`src/rtl/core/via_pkg.sv`:
```
// Package for the versatile interface adapter core.
// Holds the transaction types, register map codes and control field codes.
// No dependencies.
package via_pkg;

	typedef enum logic [1:0] {
		REQ_READ  = 2'd0,
		REQ_WRITE = 2'd1,
		REQ_TICK  = 2'd2,
		REQ_NONE  = 2'd3
	} req_type_t;

	typedef enum logic [3:0] {
		REG_ORB    = 4'h0,
		REG_ORA    = 4'h1,
		REG_DDRB   = 4'h2,
		REG_DDRA   = 4'h3,
		REG_T1CL   = 4'h4,
		REG_T1CH   = 4'h5,
		REG_T1LL   = 4'h6,
		REG_T1LH   = 4'h7,
		REG_T2CL   = 4'h8,
		REG_T2CH   = 4'h9,
		REG_SR     = 4'ha,
		REG_ACR    = 4'hb,
		REG_PCR    = 4'hc,
		REG_IFR    = 4'hd,
		REG_IER    = 4'he,
		REG_ORA_NH = 4'hf
	} reg_addr_t;

	// shift register mode, ACR bits 4:2
	localparam logic [2:0] SR_T2_IN    = 3'b001;
	localparam logic [2:0] SR_SYS_IN   = 3'b010;
	localparam logic [2:0] SR_FREE_OUT = 3'b100;
	localparam logic [2:0] SR_T2_OUT   = 3'b101;
	localparam logic [2:0] SR_SYS_OUT  = 3'b110;

	// CA2 / CB2 control, PCR bits 3:1 and 7:5
	localparam logic [2:0] CTL_HAND  = 3'b100;
	localparam logic [2:0] CTL_PULSE = 3'b101;
	localparam logic [2:0] CTL_LOW   = 3'b110;

	localparam logic [6:0] FLAG_T1 = 7'h40;
	localparam logic [6:0] FLAG_T2 = 7'h20;
	localparam logic [6:0] FLAG_SR = 7'h04;

	localparam logic [3:0] SR_BITS_DONE = 4'd8;

	typedef struct packed {
		req_type_t req_type;
		reg_addr_t reg_addr;
		logic [7:0] write_data;
		logic       compare_in;
		logic [7:0] psg_read_data;
	} item_t;

	typedef struct packed {
		logic [7:0] read_data;
		logic       irq;
		logic [7:0] port_a_out;
		logic [7:0] port_b_out;
		logic       ca2_level;
		logic       cb2_hand_level;
		logic       cb2_shift_level;
		logic       pb7_timer;
	} result_t;

endpackage

```
`src/rtl/core/versatile_interface_adapter_core.sv`:
```
// Versatile interface adapter core: 6522-style ports, timers, shift register
// and interrupt logic behind a stream interface. One transaction in, one out.
// Depends on via_pkg and via_regs.
//
// Each input transaction (register read, register write or one peripheral
// clock tick) produces exactly one output transaction carrying the read byte
// and the current pin levels. A transaction is held in the input register
// and its result in the output register. All state updates for one
// transaction are done in a single pass of logic between the input register
// and the output register, so throughput is one transaction per clock
// whenever the output side keeps m_tready high.
module versatile_interface_adapter_core (
	input  logic        clk,
	input  logic        arst_n,
	input  logic        s_tvalid,
	output logic        s_tready,
	input  logic [23:0] s_tdata,   // reg_addr[3:0], write_data[11:4], compare_in[12],
	                               // psg_read_data[20:13], zero[23:21]
	input  logic [1:0]  s_tuser,   // req_type[1:0]
	output logic        m_tvalid,
	input  logic        m_tready,
	output logic [31:0] m_tdata    // read_data[7:0], irq[8], port_a_out[16:9],
	                               // port_b_out[24:17], ca2_level[25], cb2_hand_level[26],
	                               // cb2_shift_level[27], pb7_timer[28], zero[31:29]
);
	import via_pkg::*;

	logic    valid_s1;
	item_t   item_s1;
	item_t   item_in;
	logic    m_valid_q;
	result_t res_q;
	result_t res;
	logic    adv;
	logic    en;
	logic    accept;

	assign adv      = !m_valid_q || m_tready;
	assign s_tready = !valid_s1 || adv;
	assign accept   = s_tvalid && s_tready;
	assign en       = valid_s1 && adv;

	always_comb begin
		item_in.req_type      = req_type_t'(s_tuser);
		item_in.reg_addr      = reg_addr_t'(s_tdata[3:0]);
		item_in.write_data    = s_tdata[11:4];
		item_in.compare_in    = s_tdata[12];
		item_in.psg_read_data = s_tdata[20:13];
	end

	always_ff @(posedge clk or negedge arst_n) begin
		if (!arst_n) begin
			valid_s1  <= 1'b0;
			m_valid_q <= 1'b0;
		end else begin
			if (accept)
				valid_s1 <= 1'b1;
			else if (adv)
				valid_s1 <= 1'b0;
			if (en)
				m_valid_q <= 1'b1;
			else if (m_tready)
				m_valid_q <= 1'b0;
		end
	end

	always_ff @(posedge clk) begin
		if (accept)
			item_s1 <= item_in;
		if (en)
			res_q <= res;
	end

	via_regs u_regs (
		.clk    (clk),
		.arst_n (arst_n),
		.en     (en),
		.item   (item_s1),
		.result (res)
	);

	assign m_tvalid = m_valid_q;
	assign m_tdata  = {3'b000, res_q.pb7_timer, res_q.cb2_shift_level, res_q.cb2_hand_level,
		res_q.ca2_level, res_q.port_b_out, res_q.port_a_out, res_q.irq, res_q.read_data};

	a_stall_cause: assert property (@(posedge clk) disable iff (!arst_n)
		!s_tready |-> (valid_s1 && m_valid_q && !m_tready))
		else $error("input stalled with room in the pipeline");

	a_issue_result: assert property (@(posedge clk) disable iff (!arst_n)
		en |=> m_valid_q)
		else $error("processed transaction produced no result");

	a_no_drop: assert property (@(posedge clk) disable iff (!arst_n)
		(valid_s1 && !adv) |=> valid_s1)
		else $error("pending transaction lost");

endmodule

```
`src/rtl/core/via_regs.sv`:
```
// Register file, timers, shift register and interrupt logic of the adapter.
// Applies one transaction per enabled cycle and returns its result.
// Depends on via_pkg.
module via_regs (
	input  logic            clk,
	input  logic            arst_n,
	input  logic            en,
	input  via_pkg::item_t  item,
	output via_pkg::result_t result
);
	import via_pkg::*;

	logic [7:0]  out_a_q, out_b_q, dir_a_q, dir_b_q;
	logic [15:0] t1_count_q;
	logic [7:0]  t1_latch_lo_q, t1_latch_hi_q;
	logic        t1_running_q, t1_armed_q, t1_pb7_q;
	logic [15:0] t2_count_q;
	logic [7:0]  t2_latch_lo_q;
	logic        t2_running_q, t2_armed_q;
	logic [7:0]  shift_reg_q;
	logic [3:0]  shift_bits_q;
	logic [7:0]  shift_div_q;
	logic        shift_phase_q;
	logic [7:0]  aux_ctrl_q, periph_ctrl_q;
	logic [6:0]  int_flags_q, int_enable_q;
	logic        ca2_q, cb2_hand_q, cb2_shift_q;

	logic [7:0]  out_a_d, out_b_d, dir_a_d, dir_b_d;
	logic [15:0] t1_count_d;
	logic [7:0]  t1_latch_lo_d, t1_latch_hi_d;
	logic        t1_running_d, t1_armed_d, t1_pb7_d;
	logic [15:0] t2_count_d;
	logic [7:0]  t2_latch_lo_d;
	logic        t2_running_d, t2_armed_d;
	logic [7:0]  shift_reg_d;
	logic [3:0]  shift_bits_d;
	logic [7:0]  shift_div_d;
	logic        shift_phase_d;
	logic [7:0]  aux_ctrl_d, periph_ctrl_d;
	logic [6:0]  int_flags_d, int_enable_d;
	logic        ca2_d, cb2_hand_d, cb2_shift_d;
	logic [7:0]  rd;
	logic [7:0]  port_a_val;
	logic        t2_pulse;
	logic        irq_q;

	assign irq_q      = |(int_flags_q & int_enable_q);
	assign port_a_val = (out_b_q[4:3] == 2'b01) ? item.psg_read_data : out_a_q;

	always_comb begin
		out_a_d       = out_a_q;
		out_b_d       = out_b_q;
		dir_a_d       = dir_a_q;
		dir_b_d       = dir_b_q;
		t1_count_d    = t1_count_q;
		t1_latch_lo_d = t1_latch_lo_q;
		t1_latch_hi_d = t1_latch_hi_q;
		t1_running_d  = t1_running_q;
		t1_armed_d    = t1_armed_q;
		t1_pb7_d      = t1_pb7_q;
		t2_count_d    = t2_count_q;
		t2_latch_lo_d = t2_latch_lo_q;
		t2_running_d  = t2_running_q;
		t2_armed_d    = t2_armed_q;
		shift_reg_d   = shift_reg_q;
		shift_bits_d  = shift_bits_q;
		shift_div_d   = shift_div_q;
		shift_phase_d = shift_phase_q;
		aux_ctrl_d    = aux_ctrl_q;
		periph_ctrl_d = periph_ctrl_q;
		int_flags_d   = int_flags_q;
		int_enable_d  = int_enable_q;
		ca2_d         = ca2_q;
		cb2_hand_d    = cb2_hand_q;
		cb2_shift_d   = cb2_shift_q;
		rd            = 8'd0;
		t2_pulse      = 1'b0;
		if (en) begin
			unique case (item.req_type)
				REQ_READ: begin
					unique case (item.reg_addr)
						REG_ORB: begin
							if (aux_ctrl_q[7])
								rd = {t1_pb7_q, out_b_q[6], item.compare_in, out_b_q[4:0]};
							else
								rd = {out_b_q[7:6], item.compare_in, out_b_q[4:0]};
						end
						REG_ORA: begin
							if (periph_ctrl_q[3:1] == CTL_HAND)
								ca2_d = 1'b0;
							rd = port_a_val;
						end
						REG_ORA_NH: rd = port_a_val;
						REG_DDRB:   rd = dir_b_q;
						REG_DDRA:   rd = dir_a_q;
						REG_T1CL: begin
							rd = t1_count_q[7:0];
							t1_running_d = 1'b0;
							t1_armed_d   = 1'b0;
							t1_pb7_d     = 1'b1;
							int_flags_d  = int_flags_q & ~FLAG_T1;
						end
						REG_T1CH: rd = t1_count_q[15:8];
						REG_T1LL: rd = t1_latch_lo_q;
						REG_T1LH: rd = t1_latch_hi_q;
						REG_T2CL: begin
							rd = t2_count_q[7:0];
							t2_running_d = 1'b0;
							t2_armed_d   = 1'b0;
							int_flags_d  = int_flags_q & ~FLAG_T2;
						end
						REG_T2CH: rd = t2_count_q[15:8];
						REG_SR: begin
							rd = shift_reg_q;
							shift_bits_d  = 4'd0;
							shift_phase_d = 1'b1;
							int_flags_d   = int_flags_q & ~FLAG_SR;
						end
						REG_ACR: rd = aux_ctrl_q;
						REG_PCR: rd = periph_ctrl_q;
						REG_IFR: rd = {irq_q, int_flags_q};
						REG_IER: rd = {1'b1, int_enable_q};
						default: rd = 8'd0;
					endcase
				end
				REQ_WRITE: begin
					unique case (item.reg_addr)
						REG_ORB: begin
							out_b_d = item.write_data;
							if (periph_ctrl_q[7:5] == CTL_HAND)
								cb2_hand_d = 1'b0;
						end
						REG_ORA: begin
							if (periph_ctrl_q[3:1] == CTL_HAND)
								ca2_d = 1'b0;
							out_a_d = item.write_data;
						end
						REG_ORA_NH: out_a_d = item.write_data;
						REG_DDRB:   dir_b_d = item.write_data;
						REG_DDRA:   dir_a_d = item.write_data;
						REG_T1CL, REG_T1LL: t1_latch_lo_d = item.write_data;
						REG_T1CH: begin
							t1_latch_hi_d = item.write_data;
							t1_count_d    = {item.write_data, t1_latch_lo_q};
							t1_running_d  = 1'b1;
							t1_armed_d    = 1'b1;
							t1_pb7_d      = 1'b0;
							int_flags_d   = int_flags_q & ~FLAG_T1;
						end
						REG_T1LH: t1_latch_hi_d = item.write_data;
						REG_T2CL: t2_latch_lo_d = item.write_data;
						REG_T2CH: begin
							t2_count_d   = {item.write_data, t2_latch_lo_q};
							t2_running_d = 1'b1;
							t2_armed_d   = 1'b1;
							int_flags_d  = int_flags_q & ~FLAG_T2;
						end
						REG_SR: begin
							shift_reg_d   = item.write_data;
							shift_bits_d  = 4'd0;
							shift_phase_d = 1'b1;
							int_flags_d   = int_flags_q & ~FLAG_SR;
						end
						REG_ACR: aux_ctrl_d = item.write_data;
						REG_PCR: begin
							periph_ctrl_d = item.write_data;
							ca2_d         = (item.write_data[3:1] != CTL_LOW);
							cb2_hand_d    = (item.write_data[7:5] != CTL_LOW);
						end
						REG_IFR: int_flags_d = int_flags_q & ~item.write_data[6:0];
						REG_IER: begin
							if (item.write_data[7])
								int_enable_d = int_enable_q | item.write_data[6:0];
							else
								int_enable_d = int_enable_q & ~item.write_data[6:0];
						end
						default: ;
					endcase
				end
				REQ_TICK: begin
					if (t1_running_q) begin
						t1_count_d = t1_count_q - 16'd1;
						if (t1_count_d == 16'hffff) begin
							if (aux_ctrl_q[6]) begin
								int_flags_d = int_flags_d | FLAG_T1;
								t1_pb7_d    = ~t1_pb7_q;
								t1_count_d  = {t1_latch_hi_q, t1_latch_lo_q};
							end else if (t1_armed_q) begin
								int_flags_d = int_flags_d | FLAG_T1;
								t1_pb7_d    = 1'b1;
								t1_armed_d  = 1'b0;
							end
						end
					end
					if (t2_running_q && !aux_ctrl_q[5]) begin
						t2_count_d = t2_count_q - 16'd1;
						if (t2_count_d == 16'hffff && t2_armed_q) begin
							int_flags_d = int_flags_d | FLAG_T2;
							t2_armed_d  = 1'b0;
						end
					end
					shift_div_d = shift_div_q - 8'd1;
					if (shift_div_d == 8'hff) begin
						shift_div_d   = t2_latch_lo_q;
						t2_pulse      = shift_phase_q;
						shift_phase_d = ~shift_phase_q;
					end
					if (shift_bits_q < SR_BITS_DONE) begin
						case (aux_ctrl_q[4:2])
							SR_T2_IN: begin
								if (t2_pulse) begin
									shift_reg_d  = {shift_reg_q[6:0], 1'b0};
									shift_bits_d = shift_bits_q + 4'd1;
								end
							end
							SR_SYS_IN: begin
								shift_reg_d  = {shift_reg_q[6:0], 1'b0};
								shift_bits_d = shift_bits_q + 4'd1;
							end
							SR_FREE_OUT: begin
								if (t2_pulse) begin
									cb2_shift_d = shift_reg_q[7];
									shift_reg_d = {shift_reg_q[6:0], shift_reg_q[7]};
								end
							end
							SR_T2_OUT: begin
								if (t2_pulse) begin
									cb2_shift_d  = shift_reg_q[7];
									shift_reg_d  = {shift_reg_q[6:0], shift_reg_q[7]};
									shift_bits_d = shift_bits_q + 4'd1;
								end
							end
							SR_SYS_OUT: begin
								cb2_shift_d  = shift_reg_q[7];
								shift_reg_d  = {shift_reg_q[6:0], shift_reg_q[7]};
								shift_bits_d = shift_bits_q + 4'd1;
							end
							default: ;
						endcase
						if (shift_bits_d == SR_BITS_DONE)
							int_flags_d = int_flags_d | FLAG_SR;
					end
					if (periph_ctrl_q[3:1] == CTL_PULSE)
						ca2_d = 1'b1;
					if (periph_ctrl_q[7:5] == CTL_PULSE)
						cb2_hand_d = 1'b1;
				end
				REQ_NONE: ;
				default: ;
			endcase
		end
	end

	always_comb begin
		result.read_data       = rd;
		result.irq             = |(int_flags_d & int_enable_d);
		result.port_a_out      = out_a_d;
		result.port_b_out      = out_b_d;
		result.ca2_level       = ca2_d;
		result.cb2_hand_level  = cb2_hand_d;
		result.cb2_shift_level = cb2_shift_d;
		result.pb7_timer       = t1_pb7_d;
	end

	always_ff @(posedge clk or negedge arst_n) begin
		if (!arst_n) begin
			out_a_q       <= '0;
			out_b_q       <= '0;
			dir_a_q       <= '0;
			dir_b_q       <= '0;
			t1_count_q    <= '0;
			t1_latch_lo_q <= '0;
			t1_latch_hi_q <= '0;
			t1_running_q  <= 1'b0;
			t1_armed_q    <= 1'b0;
			t1_pb7_q      <= 1'b1;
			t2_count_q    <= '0;
			t2_latch_lo_q <= '0;
			t2_running_q  <= 1'b0;
			t2_armed_q    <= 1'b0;
			shift_reg_q   <= '0;
			shift_bits_q  <= SR_BITS_DONE;
			shift_div_q   <= '0;
			shift_phase_q <= 1'b0;
			aux_ctrl_q    <= '0;
			periph_ctrl_q <= '0;
			int_flags_q   <= '0;
			int_enable_q  <= '0;
			ca2_q         <= 1'b1;
			cb2_hand_q    <= 1'b1;
			cb2_shift_q   <= 1'b0;
		end else begin
			out_a_q       <= out_a_d;
			out_b_q       <= out_b_d;
			dir_a_q       <= dir_a_d;
			dir_b_q       <= dir_b_d;
			t1_count_q    <= t1_count_d;
			t1_latch_lo_q <= t1_latch_lo_d;
			t1_latch_hi_q <= t1_latch_hi_d;
			t1_running_q  <= t1_running_d;
			t1_armed_q    <= t1_armed_d;
			t1_pb7_q      <= t1_pb7_d;
			t2_count_q    <= t2_count_d;
			t2_latch_lo_q <= t2_latch_lo_d;
			t2_running_q  <= t2_running_d;
			t2_armed_q    <= t2_armed_d;
			shift_reg_q   <= shift_reg_d;
			shift_bits_q  <= shift_bits_d;
			shift_div_q   <= shift_div_d;
			shift_phase_q <= shift_phase_d;
			aux_ctrl_q    <= aux_ctrl_d;
			periph_ctrl_q <= periph_ctrl_d;
			int_flags_q   <= int_flags_d;
			int_enable_q  <= int_enable_d;
			ca2_q         <= ca2_d;
			cb2_hand_q    <= cb2_hand_d;
			cb2_shift_q   <= cb2_shift_d;
		end
	end

	a_sr_bits_range: assert property (@(posedge clk) disable iff (!arst_n)
		shift_bits_q <= SR_BITS_DONE)
		else $error("shift bit count beyond a full byte");

	a_t1_start: assert property (@(posedge clk) disable iff (!arst_n)
		(en && item.req_type == REQ_WRITE && item.reg_addr == REG_T1CH)
		|=> (t1_running_q && t1_armed_q && !t1_pb7_q && !int_flags_q[6]))
		else $error("timer 1 did not start on high counter write");

	a_idle_hold: assert property (@(posedge clk) disable iff (!arst_n)
		!en |=> ($stable(int_flags_q) && $stable(t1_count_q) && $stable(shift_reg_q)))
		else $error("state changed without a transaction");

endmodule

```
`config.mk`:
```
export PLATFORM = sky130hd
export DESIGN_NAME = versatile_interface_adapter_core
export DESIGN_NICKNAME = d
export VERILOG_FILES = /design/src/rtl/core/via_pkg.sv /design/src/rtl/core/versatile_interface_adapter_core.sv /design/src/rtl/core/via_regs.sv
export SDC_FILE = /design/constraint.sdc
export NUM_CORES = 1
export LEC_CHECK = 0
export BUFFER_PORTS_ARGS = -buffer_cell sky130_fd_sc_hd__buf_4
export CELL_PAD_IN_SITES_DETAIL_PLACEMENT = 1
export CELL_PAD_IN_SITES_GLOBAL_PLACEMENT = 1
export CORE_MARGIN = 2
export CORE_UTILIZATION = 40
export DETAILED_ROUTE_END_ITERATION = 16
export GPL_ROUTABILITY_DRIVEN = 1
export PLACE_DENSITY = 0.67
export RECOVER_POWER = 25
export SLEW_MARGIN = 20
export SYNTH_ARGS = -nofsm -noshare
export SYNTH_HDL_FRONTEND = slang
export SYNTH_SLANG_ARGS = --single-unit
```
`constraint.sdc`:
```
create_clock -name clk -period 3.4 [get_ports clk]
set_input_delay 1.02 -clock clk [delete_from_list [all_inputs] [get_ports clk]]
set_output_delay 1.02 -clock clk [all_outputs]
set_load 0.03 [all_outputs]
```
Word level (Yosys, flattened, before mapping)
Cells that the tools add are included.
{"block": "totals", "ff_bits": 201, "latchBits": 0, "ramBits": 0, "romBits": 0, "in_bits": 30, "out_inout_bits": 34, "word_cells": 240, "mem_count": 0}
{"block": "op_classes", "n_addsub": 4, "mul": 0, "div": 0, "magnitude_cmp": 1, "eq_ne": 49, "shifts": 0, "muxes": 95, "bitwise_logic": 8, "n_reduce_logical": 43}
{"cell": "8-bit one-hot mux with 15 select lines", "n": 1}
{"cell": "8-bit two-way mux", "n": 13}
{"cell": "16-bit two-way mux", "n": 6}
{"cell": "16-bit one-hot mux with 2 select lines", "n": 2}
{"cell": "7-bit two-way mux", "n": 9}
{"cell": "7-bit one-hot mux with 3 select lines", "n": 2}
{"cell": "4-bit equality test, second input constant", "n": 9}
{"cell": "1-bit two-way mux", "n": 36}
{"cell": "16-bit equality test, second input constant", "n": 2}
{"cell": "8-bit one-hot mux with 4 select lines", "n": 1}
{"cell": "16-bit by 1-bit subtractor with 16-bit output, second input constant", "n": 2}
{"cell": "7-bit AND", "n": 4}
{"cell": "7-bit one-hot mux with 4 select lines", "n": 1}
{"cell": "4-bit two-way mux", "n": 6}
{"cell": "4-bit AND reduction", "n": 6}
{"cell": "3-bit equality test, second input constant", "n": 7}
{"cell": "3-bit AND reduction", "n": 7}
{"cell": "2-bit by 1-bit inequality test with 1-bit output, second input constant", "n": 9}
{"cell": "4-bit by 3-bit equality test with 1-bit output, second input constant", "n": 4}
{"cell": "4-bit one-hot mux with 2 select lines", "n": 2}
{"cell": "8-bit one-hot mux with 2 select lines", "n": 1}
{"cell": "1-bit one-hot mux with 2 select lines", "n": 7}
{"cell": "7-bit AND reduction", "n": 2}
{"cell": "2-bit OR reduction", "n": 7}
{"cell": "29 further kinds", "n": 54}

Logic depth before layout (Yosys ltp)
Gate-level depths: netlist of the first run.
{"block": "logic_depth", "ltp_word": 17, "ltp_mapped": 11, "ltp_nobuf": 9}

Modules after synthesis
From an unflattened synthesis of the first run, not the netlist that was laid out.
{"block": "hier_totals", "cells_unflattened": 1116, "area_unflattened_um2": 11228.3}
{"module": "via_regs", "instances": 1, "cells_each": 1052, "area_per_inst_um2": 9536.6, "seq_area_each_um2": 3683.5}
{"module": "versatile_interface_adapter_core", "instances": 1, "cells_each": 64, "area_per_inst_um2": 1691.6, "seq_area_each_um2": 1611.5}

Worst setup path after synthesis of the first run
No wires, ideal clock.
{"block": "synth_timing", "kind": "input to register", "startpoint": "input port m_tready", "endpoint": "register u_regs.t1_count_q[1]", "setup_ns": 0.143, "arrival_time_ns": 3.170, "required_time_ns": 3.257, "slack_ns": 0.087, "stages": 7, "n_path_buf": 1, "cell_sequence": "nand2b_1 > nand2_1 > inv_1 > nand2_1 > a221oi_2 > clkbuf_1 > o221ai_1"}
{"block": "synth_between", "elab_chain_cells": 3}
{"element": "start, declared", "line": "versatile_interface_adapter_core.sv:21", "text": "input logic m_tready,"}
{"element": "1-bit logical OR", "line": "versatile_interface_adapter_core.sv:38", "text": "assign adv = !m_valid_q || m_tready;"}
{"element": "1-bit logical AND", "line": "versatile_interface_adapter_core.sv:41", "text": "assign en = valid_s1 && adv;"}
{"element": "net en", "line": "versatile_interface_adapter_core.sv:35", "text": "logic en;"}
{"element": "4-bit AND reduction (no line)"}
{"element": "end signal, assigned", "line": "via_regs.sv:297", "text": "t1_count_q <= t1_count_d;"}
{"element": "end, declared", "line": "via_regs.sv:14", "text": "logic [15:0] t1_count_q;"}
The timed path passes the listed nets, and every way through them passes these cells.
A chain may end at the register's enable or synchronous reset.

==> results of run 1 <==
-- timing repair --
item                                    in CTS  in global routing
endpoints found under the setup margin       0                  1
resized for setup                            0                  1
setup buffers                                0                  2
-- flip-flops by register name, summed over array words and instances (netlist names), 4 cells and up --
| signal | count |
|---|---|
| u_regs.dir_b_q | 8 |
| u_regs.t1_count_q | 16 |
| item_s1 | 23 |
| u_regs.dir_a_q | 8 |
| u_regs.out_a_q | 8 |
| u_regs.int_enable_q | 7 |
| u_regs.aux_ctrl_q | 8 |
| u_regs.int_flags_q | 7 |
| m_tdata | 29 |
| u_regs.t2_count_q | 16 |
| u_regs.t1_latch_hi_q | 8 |
| u_regs.out_b_q | 8 |
| u_regs.t2_latch_lo_q | 8 |
| u_regs.shift_reg_q | 8 |
| u_regs.periph_ctrl_q | 8 |
| u_regs.shift_div_q | 8 |
| u_regs.shift_bits_q | 4 |
| u_regs.t1_latch_lo_q | 8 |
-- final cells by class --
type                       instances  area [um^2]
multi-input combinational        769         5270
tap                              341          427
sequential                       201         5300
clock inverter                    17          265
timing repair buffer             120          930
fill                            2936        14000
inverter                          36          135
clock buffer                      27          622
-- stage by stage --
| step | util | power [W] | hold WS (ns) | area [um^2] | instances |
|---|---|---|---|---|---|
| floorplan | - | 0.00478 | 0.458 | 11000 | 1078 |
| global placement | 0.448 | 0.00558 | 0.478 | 12100 | 1465 |
| detailed placement | 0.448 | 0.00566 | 0.489 | 12100 | 1465 |
| CTS | 0.481 | 0.00858 | 0.504 | 12900 | 1509 |
| global route | 0.480 | 0.00894 | 0.522 | 12900 | 1511 |
| finish | 0.480 | 0.00855 | 0.500 | 12900 | 1511 |
-- power breakdown --
group          switching, W  total (W)  internal (W)
sequential         0.000633    0.00358       0.00295
combinational       0.00120    0.00208      0.000883
clock               0.00111    0.00290       0.00179
-- critical path: stages (launching register included) --
cell and delay [ns]:
dfrtp_1 0.48, inv_1 0.18, ha_1 0.28, nor4b_4 0.37, nand4_1 0.24, xor2_1 0.25
nor3_1 0.30, nand4_1 0.30, or2_2 0.39, a32oi_1 0.26
-- kinds of logic after synthesis --
kind of cell             synth area share
XOR/XNOR                          0.00717
adder cells (fa/ha/maj)            0.0125
buffers and inverters              0.0407
other                            0.000341
AO/OA/AOI/OAI                       0.180
flip-flops                          0.481
multiplexers                        0.114
AND/OR/NAND/NOR                     0.164
-- path summary, 6_finish.rpt --
check,startpoint,to,slack [ns],depth (start not counted)
min in group asynchronous,arst_n,u_regs.t1_count_q[8],1.06,1
max in group asynchronous,arst_n,u_regs.dir_b_q[5],0.59,2
max,u_regs.t1_count_q[0],m_tdata[28],0.12,9
min,u_regs.out_b_q[5],u_regs.out_b_q[5],0.50,1
max reg2reg,u_regs.t1_count_q[0],m_tdata[28],0.12,9
min reg2reg,u_regs.out_b_q[5],u_regs.out_b_q[5],0.50,1
-- placed cells by master, fill, tap and decap left out, drive strengths merged, types with 36 or more instances in the layout --
| cell type | count |
|---|---|
| o21ai | 69 |
| clkbuf | 53 |
| nand3 | 36 |
| nor2 | 73 |
| edfxtp | 52 |
| nand2 | 107 |
| buf | 94 |
| inv | 38 |
| a21oi | 58 |
| dfrtp | 145 |
| mux2 | 84 |
-- synth_stat cells (all sizes together), types with 8 or more instances --
cell type  instances  share of area
mux2              84          0.086
edfxtp            52           0.14
nor2              73          0.025
dfrtp            145           0.33
nand2            107          0.037
mux2i             31          0.028
nand2b            15         0.0085
nor3              22          0.010
inv               36          0.012
buf               19          0.010
clkbuf            53          0.018
and3              11         0.0063
o211ai            11         0.0075
or3               10         0.0057
nand3             36          0.017
ha                11          0.013
a22oi             24          0.016
nor2b             19          0.011
o21ai             69          0.032
a31oi             18          0.010
a2bb2oi           13          0.013
nand3b             8         0.0055
a21oi             58          0.029
o22ai             11         0.0063
nor4              13          0.011
-- routing by layer --
layer,part of all wire,wire length [um]
met1,0.46,17400
met2,0.46,17300
met3,0.050,1900
met4,0.035,1340
met5,0,0
==> out/results.tsv, run 1 <==
stage	metric	value	unit
logic_synthesis	syn_inst	1076	
job	drv_cap	1	
grt	met2_usage	0.429	
grt	overflow	0	
worst_hold_path	hold_class	flop to flop	
die	coreArea	0.0270	mm^2
logic_synthesis	seq_area_frac_synth	0.481	
clocking	cts_buffers	24	
clocking	clock_path_buffers	3	
clocking	cts.sinks	201	
power	p_leak	5.41	nW
clocking	root_buffer	clkbuf_16	
logic_synthesis	synth-main-ff-cell	dfrtp_1	
grt	grt_use_total	0.267	
die	die-area	0.0288	mm^2
logic_synthesis	syn_area	0.0110	mm^2
drt	drt_wl_total	37.9	mm
grt	grt_pass1_vias	9497	
timing	drv_slew	67	
cells_and_area	nets	1193	
cells_and_area	antenna_cells	0	
die	num_rows	60	
cells_and_area	drive_gt1_frac	0.243	
power	peakVddDrop	425	uV
timing	finalHoldViolCount	0	
setup_path	worst-setup-path-type	flop to flop	
timing	max_freq	305	MHz
drt	final_antenna_net_count	0	
timing	fin_ws	0.116	ns
timing	tightest_slew	1.97	ns
place	dpl.hpwl	27.1	mm
place	place.gp.congestion	0.915	
logic_synthesis	synth_edf_count	52	
die	die_y	170	um
run_status	status	complete, but fails checks	
setup_path	worstPathMaxFanout	6	
place	io_buffers	57	
timing	fin_skew	0.0326	ns
timing	rsz0062_at_grt	false	
logic_synthesis	syn_area_per_cell	10.2	um^2
grt	grt_pass1_wl	58.6	mm
setup_path	critPathRequiredTime	3.73	ns
clocking	clock_latency	0.55	ns
timing	post-route-period-util	0.966	
die	num_io_pins	64	
grt	grt-busiest-layer	met2	
grt	grt_max_degree	68	
timing	fin_crit	3.28	ns
place	dp_slack	0.243	ns
run_status	violations	capacitance limit, slew limit	
setup_path	endpoint_kind	flop	
clocking	tritoncts	built	
drt	vias	9231	
drt	vias_per_cell	6.11	
power	power_density	661	mW/mm^2
clocking	cts_max_level	1	
cells_and_area	syn_to_final_growth	17.7	%
drt	drc	0	
die	initial_utilization	0.408	
grt	use_met3	0.0302	
drt	drt-initial-drc-count	747	
clocking	clk_pin_slew_worst_paths	0.07	ns
timing	relSlewSlack	-0.311	
timing	setup_viol	0	
clocking	cts.hold.buffers_added	0	
grt	use_met1	0.379	
logic_synthesis	synthArstFlopShare	0.741	
setup_path	crit_arrival	3.61	ns
logic_synthesis	yosys_warnings	0	
grt	antenna_found_initial	0	
drt	drt_first_pass_iters	5	
drt	wl_per_cell	25.1	um
logic_synthesis	yosys_register_bits	201	
setup_path	start_kind	flop	
timing	fin_tns_setup	0	ns
logic_synthesis	synth.distinct_cells	89	
die	die_x	170	um
Note: power is estimated with default switching activity, not from simulation.
==> inputs of run 2 (changes only) <==
--- a/config.mk
+++ b/config.mk
@@ -10,11 +10,13 @@
 export CELL_PAD_IN_SITES_GLOBAL_PLACEMENT = 1
 export CORE_MARGIN = 2
 export CORE_UTILIZATION = 40
+export CTS_CLUSTER_SIZE = 12
 export DETAILED_ROUTE_END_ITERATION = 16
 export GPL_ROUTABILITY_DRIVEN = 1
-export PLACE_DENSITY = 0.67
+export PLACE_DENSITY = 0.7
 export RECOVER_POWER = 25
 export SLEW_MARGIN = 20
 export SYNTH_ARGS = -nofsm -noshare
 export SYNTH_HDL_FRONTEND = slang
+export SYNTH_HIERARCHICAL = 1
 export SYNTH_SLANG_ARGS = --single-unit
==> constraint.sdc (replaced) <==
create_clock -name clk -period 2.9 [get_ports clk]
set_input_delay 0.87 -clock clk [delete_from_list [all_inputs] [get_ports clk]]
set_output_delay 0.87 -clock clk [all_outputs]
set_load 0.03 [all_outputs]
==> run 2 against run 1 <==
The flow finishes with violations (capacitance limit, slew limit, setup timing). Via count increased by 9.3%. Global-route usage is 2.2 points higher. Utilization up 2.1 points. Critical endpoint is now u_regs/t1_count_q[10]. Largest cell class is now multi-input combinational cells. Largest power group unchanged.
==> out/results.tsv, run 2 <==
stage	metric	value	unit	change
run_status	status	complete, but fails checks		unchanged
run_status	violations	capacitance limit, slew limit, setup timing		was capacitance limit, slew limit
clocking	cts_buffers	25		was 24
logic_synthesis	seq_area_frac_synth	0.472		was 0.481
timing	finalHoldViolCount	0		unchanged
die	initial_utilization	0.405		was 0.408
cells_and_area	layout_common_cells	157 x buf_4, 145 x dfrtp_1, 93 x mux2_2, 91 x nand2_1, 70 x o21ai_0		was 145 x dfrtp_1, 106 x nand2_1, 91 x buf_4, 83 x mux2_2, 72 x nor2_1
timing	fin_crit	3.13	ns	was 3.28 ns
timing	fin_skew	0.0178	ns	was 0.0326 ns
logic_synthesis	syn_area	0.0112	mm^2	was 0.0110 mm^2
setup_path	slowest_stage	or4_4		was dfrtp_1
drt	drc	0		unchanged
cells_and_area	fillers	3064		was 2,936
cells_and_area	nets	1289		was 1,193
setup_path	r2r_start	u_regs/t1_count_q[3]		was u_regs.t1_count_q[0]
logic_synthesis	yosys_register_bits	201		unchanged
job	drv_cap	1		unchanged
timing	hold_slack	0.503	ns	was 0.500 ns
setup_path	worstPathMaxFanout	8		was 6
clocking	cts_max_level	1		unchanged
logic_synthesis	yosys-top-cells-area	dfrtp_1 32%, edfxtp_1 14%, mux2_2 9.3%		was dfrtp_1 33%, edfxtp_1 14%, mux2_2 8.5%
clocking	clk_pin_slew_worst_paths	0.06	ns	was 0.07 ns
timing	max_freq	319	MHz	was 305 MHz
drt	vias_per_cell	6.13		was 6.11
logic_synthesis	synth.most_common_cell	dfrtp_1		unchanged
setup_path	rr_endpoint	u_regs/t1_count_q[10]		was m_tdata[28]
die	die_x	172	um	was 170 um
place	dpl.hpwl	30.0	mm	was 27.1 mm
place	place_area	0.0129	mm^2	was 0.0121 mm^2
cells_and_area	largest_reg_flops	29		unchanged
logic_synthesis	synth-main-ff-cell	dfrtp_1		unchanged
clocking	root_buffer	clkbuf_16		unchanged
clocking	cts.hold.buffers_added	0		unchanged
logic_synthesis	synth.distinct_cells	85		was 89
grt	overflow	0		unchanged
setup_path	cp_common_cell	or4_4		was nand4_1
power	peakVddDrop	556	uV	was 425 uV
timing	post-route-period-util	1.08		was 0.966
power	power_density	764	mW/mm^2	was 661 mW/mm^2
cells_and_area	syn_to_final_growth	23.6	%	was 17.7%
setup_path	rrSetupSlack	-0.23	ns	was 0.12 ns
logic_synthesis	syn_inst	1116		was 1,076
worst_hold_path	hold_class	flop to flop		unchanged
drt	wl_per_cell	25.5	um	was 25.1 um
clocking	tritoncts	built		unchanged
grt	antenna_found_initial	1		was 0
drt	vias	10100		was 9,231
die	coreArea	0.0277	mm^2	was 0.0270 mm^2
die	num_rows	61		was 60
setup_path	slowest_delay	0.55	ns	was 0.48 ns
timing	tightest_slew	1.85	ns	was 1.97 ns
logic_synthesis	synthArstFlopShare	0.741		unchanged
cells_and_area	drive_gt1_frac	0.298		was 0.243
die	die_y	172	um	was 170 um
timing	setup_viol	21		was 0
timing	relSlewSlack	-0.236		was -0.311
logic_synthesis	syn_area_per_cell	10.1	um^2	was 10.2 um^2
logic_synthesis	synth_edf_count	52		unchanged
power	p_leak	5.75	nW	was 5.41 nW
logic_synthesis	synth_top_area_cell	dfrtp_1		unchanged
setup_path	setup.worst_path.start	u_regs/t1_count_q[3]		was u_regs.t1_count_q[0]
grt	grt_use_total	0.290		was 0.267
timing	fin_ws	-0.233	ns	was 0.116 ns
drt	drt_first_pass_iters	8		was 5
timing	rsz0062_at_grt	true		was false
setup_path	endpoint_kind	flop		unchanged
setup_path	worstRegToRegCells	7		was 9
drt	drt_wl_total	41.9	mm	was 37.9 mm
worst_hold_path	min_from	u_regs/dir_a_q[1]		was u_regs.out_b_q[5]
clocking	clock_path_buffers	3		unchanged
timing	drv_slew	60		was 67
clocking	clock_latency	0.53	ns	was 0.55 ns
logic_synthesis	yosys_warnings	6		was 0
clocking	cts.sinks	201		unchanged
die	num_io_pins	64		unchanged
cells_and_area	fin_util	0.501		was 0.480
setup_path	crit_arrival	3.52	ns	was 3.61 ns
cells_and_area	fin_area	0.0139	mm^2	was 0.0129 mm^2
setup_path	critPathRequiredTime	3.29	ns	was 3.73 ns
setup_path	crit_chain	or4_4, or4_4, or4b_4, a2111o_1, buf_4, nor4_2, o31ai_1		was inv_1, ha_1, nor4b_4, nand4_1, xor2_1, nor3_1, nand4_1, or2_2, a32oi_1
die	die-area	0.0294	mm^2	was 0.0288 mm^2
drt	drt-initial-drc-count	827		was 747
place	place.gp.congestion	0.994		was 0.915
grt	grt_max_degree	61		was 68
drt	final_antenna_net_count	0		unchanged
grt	grt_pass1_vias	10500		was 9,497
logic_synthesis	synth_common_cells	145 x dfrtp_1, 93 x mux2_2, 91 x nand2_1		was 145 x dfrtp_1, 107 x nand2_1, 83 x mux2_2
place	io_buffers	57		unchanged
logic_synthesis	synth_top_area_share	0.323		was 0.330
setup_path	start_kind	flop		unchanged
setup_path	crit_end	u_regs/t1_count_q[10]		was m_tdata[28]
grt	grt_pass1_wl	64.1	mm	was 58.6 mm
cells_and_area	final_common_cell	buf_4		was dfrtp_1
setup_path	worst-setup-path-type	flop to flop		unchanged
[run 2: cell types whose count changed in the layout (fill, tap and decap cells not counted), moves of 6 or more]
cell and delta:
mux2_2 +10, nand2_1 -15, and2_1 +8, nor2_1 -15, inv_1 -7, buf_4 +66
o22ai_1 +7, o2bb2ai_1 +6, or2_2 +7, clkinv_1 +6, a22oi_1 -9
[run 2: layer usage]
| metal | share of wire | GRT usage | wire length (um) |
|---|---|---|---|
| met3 | 0.055 | 0.0499 | 2330 |
| met5 | 0 | 0 | 0 |
| met4 | 0.042 | 0.112 | 1760 |
| met2 | 0.48 | 0.488 | 20200 |
| met1 | 0.42 | 0.372 | 17700 |
[run 2: layout make-up]
class,count,area (um^2),area share
clock inverter,16,234,0.0169
sequential,201,5300,0.382
multi-input combinational,797,5620,0.405
timing repair buffer,190,1490,0.107
clock buffer,30,644,0.0464
tap,378,473,0.0341
inverter,33,124,0.00893
antenna,1,2.50,0.000180
[run 2: per-stage QoR]
| step | setup WS [ns] | power (W) | setup TNS, ns | cells |
|---|---|---|---|---|
| final | -0.233 | 0.0106 | -3.44 | 1646 |
| after global routing | -0.325 | 0.0111 | -5.17 | 1645 |
| after CTS | -0.263 | 0.0106 | -3.96 | 1644 |
| after detailed placement | -0.297 | 0.00709 | -4.99 | 1594 |
| after global placement | -0.182 | 0.00698 | -2.89 | 1594 |
| after floorplan | -0.211 | 0.00571 | -1.91 | 1118 |
[run 2: what timing repair did]
item                       CTS  global route
gates cloned                 0             0
pin swaps                    9             1
buffers inserted             4             1
setup endpoints to repair   25            23
resized for setup           15             8
[run 2: cells by family after synthesis]
logic type      count (synthesis)  synth area share
simple gates                  367             0.176
compound gates                286             0.171
flops                         201             0.472
buf+inv                       120            0.0433
mux                           119             0.116
fa+ha+maj                      11            0.0123
xor+xnor                       11           0.00858
other cells                     1          0.000334
[run 2: worst min-delay path by stage]
| stage | slack, ns | endpoint | cells past startpoint |
|---|---|---|---|
| 6_report | 0.50 | u_regs/dir_a_q[1] | 1 |
| 5_1_grt | 0.52 | u_regs/dir_a_q[4] | 1 |
| 4_1_cts | 0.39 | u_regs/t2_count_q[14] | 1 |
| 3_5_place_dp | 0.49 | u_regs/dir_a_q[1] | 1 |
| 3_3_place_gp | 0.48 | u_regs/dir_a_q[7] | 1 |
| 2_1_floorplan | 0.47 | u_regs/out_b_q[5] | 1 |
[run 2: critical path, delay by kind of cell (launching register included)]
| family | cells | cell delay, ns |
|---|---|---|
| DFF | 1 | 0.37 |
| AOI/OAI and AO/OA | 2 | 0.63 |
| and+or+nand+nor | 4 | 1.76 |
| buffers and inverters | 1 | 0.24 |
[run 2: report_power, final]
part | internal (W) | switching [W] | total [W]
sequential | 0.00345 | 0.000619 | 0.00407
combinational | 0.00137 | 0.00180 | 0.00317
clock | 0.00212 | 0.00125 | 0.00337
==> inputs of run 3 (changes only) <==
--- a/config.mk
+++ b/config.mk
@@ -5,6 +5,7 @@
 export SDC_FILE = /design/constraint.sdc
 export NUM_CORES = 1
 export LEC_CHECK = 0
+export ABC_AREA = 1
 export BUFFER_PORTS_ARGS = -buffer_cell sky130_fd_sc_hd__buf_4
 export CELL_PAD_IN_SITES_DETAIL_PLACEMENT = 1
 export CELL_PAD_IN_SITES_GLOBAL_PLACEMENT = 1
@@ -13,7 +14,7 @@
 export CTS_CLUSTER_SIZE = 12
 export DETAILED_ROUTE_END_ITERATION = 16
 export GPL_ROUTABILITY_DRIVEN = 1
-export PLACE_DENSITY = 0.7
+export PLACE_DENSITY = 0.72
 export RECOVER_POWER = 25
 export SLEW_MARGIN = 20
 export SYNTH_ARGS = -nofsm -noshare
==> run 3 against run 2 <==
Largest power group unchanged. The flow now finishes without violations. First-iteration DRC count shrank 18%. Final area decreased by 12%. Via count fell by 7.8%. Synthesized area shrank 7.0%.
==> out/results.tsv, run 3 <==
stage	metric	value	unit	change
logic_synthesis	yosys-top-cells-area	dfrtp_1 35%, edfxtp_1 15%, nand2_1 10%		was dfrtp_1 32%, edfxtp_1 14%, mux2_2 9.3%
clocking	tritoncts	built		unchanged
drt	drt-initial-drc-count	679		was 827
timing	fin_crit	2.65	ns	was 3.13 ns
clocking	cts.hold.buffers_added	0		unchanged
timing	post-route-period-util	0.915		was 1.08
logic_synthesis	yosys_warnings	6		unchanged
drt	drt_wl_total	35.1	mm	was 41.9 mm
worst_hold_path	hold_class	flop to flop		unchanged
clocking	cts_max_level	1		unchanged
logic_synthesis	synth_top_area_share	0.347		was 0.323
cells_and_area	syn_to_final_growth	16.6	%	was 23.6%
die	die_y	166	um	was 172 um
setup_path	start_kind	flop		unchanged
place	place_area	0.0115	mm^2	was 0.0129 mm^2
drt	drt_first_pass_iters	5		was 8
logic_synthesis	seq_area_frac_synth	0.507		was 0.472
logic_synthesis	synthArstFlopShare	0.741		unchanged
die	num_rows	59		was 61
run_status	status	complete, no violations		was complete, but fails checks
power	power_density	755	mW/mm^2	was 764 mW/mm^2
clocking	cts.sinks	201		unchanged
die	die-area	0.0274	mm^2	was 0.0294 mm^2
logic_synthesis	synth.distinct_cells	55		was 85
logic_synthesis	syn_area	0.0104	mm^2	was 0.0112 mm^2
setup_path	worstPathMaxFanout	6		was 8
timing	fin_skew	0.0126	ns	was 0.0178 ns
grt	grt_pass1_vias	9622		was 10.5k
job	drv_cap	0		was 1
setup_path	worst-setup-path-type	flop to flop		unchanged
clocking	clock_latency	0.52	ns	was 0.53 ns
timing	max_freq	377	MHz	was 319 MHz
setup_path	crit_arrival	2.91	ns	was 3.52 ns
drt	wl_per_cell	20.9	um	was 25.5 um
drt	drc	0		unchanged
setup_path	slowest_delay	0.46	ns	was 0.55 ns
timing	tightest_slew	1.27	ns	was 1.85 ns
logic_synthesis	synth-main-ff-cell	dfrtp_1		unchanged
logic_synthesis	synth_edf_count	52		unchanged
timing	rsz0062_at_grt	false		was true
setup_path	endpoint_kind	flop		unchanged
grt	overflow	0		unchanged
cells_and_area	nets	1368		was 1,289
cells_and_area	largest_reg_flops	29		unchanged
cells_and_area	final_common_cell	nand2_1		was buf_4
cells_and_area	fin_area	0.0122	mm^2	was 0.0139 mm^2
setup_path	critPathRequiredTime	3.15	ns	was 3.29 ns
grt	grt_max_degree	56		was 61
clocking	cts_buffers	23		was 25
logic_synthesis	synth.most_common_cell	nand2_1		was dfrtp_1
die	coreArea	0.0258	mm^2	was 0.0277 mm^2
logic_synthesis	syn_area_per_cell	8.44	um^2	was 10.1 um^2
timing	relSlewSlack	0.154		was -0.236
logic_synthesis	synth_top_area_cell	dfrtp_1		unchanged
setup_path	slowest_stage	nor4_2		was or4_4
grt	antenna_found_initial	0		was 1
cells_and_area	drive_gt1_frac	0.148		was 0.298
power	peakVddDrop	480	uV	was 556 uV
grt	grt_use_total	0.266		was 0.290
clocking	clock_path_buffers	3		unchanged
cells_and_area	final_cells	1678		was 1,646
die	num_io_pins	64		unchanged
power	p_leak	5.41	nW	was 5.75 nW
place	place.gp.congestion	0.962		was 0.994
timing	drv_slew	0		was 60
cells_and_area	layout_common_cells	279 x nand2_1, 145 x dfrtp_1, 145 x o21ai_0, 143 x inv_1, 101 x nor2_1		was 157 x buf_4, 145 x dfrtp_1, 93 x mux2_2, 91 x nand2_1, 70 x o21ai_0
place	io_buffers	57		unchanged
place	dpl.hpwl	25.8	mm	was 30.0 mm
logic_synthesis	yosys_register_bits	201		unchanged
die	initial_utilization	0.404		was 0.405
die	die_x	166	um	was 172 um
drt	vias	9298		was 10.1k
timing	setup_viol	0		was 21
clocking	root_buffer	clkbuf_16		unchanged
grt	grt_pass1_wl	55.2	mm	was 64.1 mm
drt	vias_per_cell	5.54		was 6.13
setup_path	cp_common_cell	inv_1		was or4_4
clocking	clk_pin_slew_worst_paths	0.06	ns	about the same
cells_and_area	antenna_cells	0		was 1
setup_path	crit_chain	inv_1, nor2_1, inv_1, nor2_2, inv_1, o21ai_0, nor4_2, buf_4, nand4_1, a21oi_1, nor3_1		was or4_4, or4_4, or4b_4, a2111o_1, buf_4, nor4_2, o31ai_1
logic_synthesis	synth_common_cells	279 x nand2_1, 146 x o21ai_0, 145 x dfrtp_1, 145 x inv_1, 103 x nor2_1		was 145 x dfrtp_1, 93 x mux2_2, 91 x nand2_1
drt	final_antenna_net_count	0		unchanged
timing	finalHoldViolCount	0		unchanged
place	dpl.cell_count	1635		was 1,594
logic_synthesis	syn_inst	1238		was 1,116
==> run 3: cell count changes in the layout (fill, tap and decap cells not counted), sizes merged, moves of 16 or more <==
cell    change
o21ai      +85
a21oi      -21
mux2i      -24
inv       +126
nor2       +62
mux2       -91
nand3      +24
nand2     +195
buf        -88
o211ai     +17
and2       -17
nor2b      -16
==> run 3: cells by family (layout without fill, tap and decap cells) <==
| family | Yosys count | count (layout) | synth area share |
|---|---|---|---|
| DFF | 201 | 201 | 0.507 |
| xor gates and xnor gates | 20 | 20 | 0.0175 |
| other | 1 | 3 | 0.000359 |
| AOI/OAI and AO/OA | 297 | 297 | 0.174 |
| buffers and inverters | 200 | 303 | 0.0763 |
| and+or+nand+nor | 504 | 504 | 0.207 |
| adders and majority gates | 11 | 11 | 0.0132 |
| muxes | 4 | 4 | 0.00407 |
==> run 3: power breakdown <==
| group | leakage [nW] | switching, W | internal [W] | total, W |
|---|---|---|---|---|
| combinational | 2.67 | 0.00167 | 0.000829 | 0.00250 |
| sequential | 2.40 | 0.000482 | 0.00346 | 0.00394 |
| clock | 0.337 | 0.00118 | 0.00157 | 0.00275 |
| total | 5.41 | 0.00333 | 0.00586 | 0.00919 |
==> run 3: cell type report <==
cell class,instances,area (um^2)
Sequential cell,201,5300
Multi-Input combinational cell,839,4410
Clock buffer,31,616
Timing Repair Buffer,101,759
Inverter,161,607
Tap cell,335,419
Clock inverter,10,73.8
Fill cell,3094,13700
==> run 3: worst max-delay path, delay by kind of cell (launching register included) <==
family / cells / cell delay (ns)
AOI/OAI and AO/OA: 2 / 0.44
DFF: 1 / 0.44
buffers and inverters: 4 / 0.75
and+or+nand+nor: 5 / 0.77
==> run 3: repair_timing <==
| action | CTS | global route |
|---|---|---|
| buffers inserted | 0 | 2 |
| gates resized for setup | 0 | 11 |
| setup endpoints to repair | 0 | 11 |
==> run 3: metrics by stage <==
stage	setup TNS (ns)	hold WS, ns	util	power [W]	worst slack (ns)
CTS	0	0.319	0.471	0.00922	0.0881
finish	0	0.484	0.471	0.00919	0.247
global placement	0	0.466	0.444	0.00631	0.0797
detailed placement	0	0.473	0.444	0.00642	0.0755
floorplan	-0.106	0.449	-	0.00553	-0.106
global route	0	0.513	0.471	0.00977	0.0396
==> run 3: final timing paths <==
check,from,to,slack [ns],cells past startpoint
setup / recovery,item_s1[17],m_tdata[3],0.25,11
hold / removal,u_regs/t1_latch_lo_q[4],u_regs/t1_latch_lo_q[4],0.48,2
setup reg to reg,item_s1[17],m_tdata[3],0.25,11
hold reg to reg,u_regs/t1_latch_lo_q[4],u_regs/t1_latch_lo_q[4],0.48,2
max in group asynchronous,arst_n,u_regs/int_enable_q[5],0.44,2
min in group asynchronous,arst_n,u_regs/dir_a_q[6],0.63,1
==> run 3: metal layers <==
metal	GRT usage	up-vias	routed length, um	share of wire
li1	-	4352	-	-
met1	0.355	4595	15400	0.44
met2	0.435	276	16200	0.46
met3	0.0522	75	2230	0.063
met4	0.0878	0	1310	0.037
met5	0	-	0	0
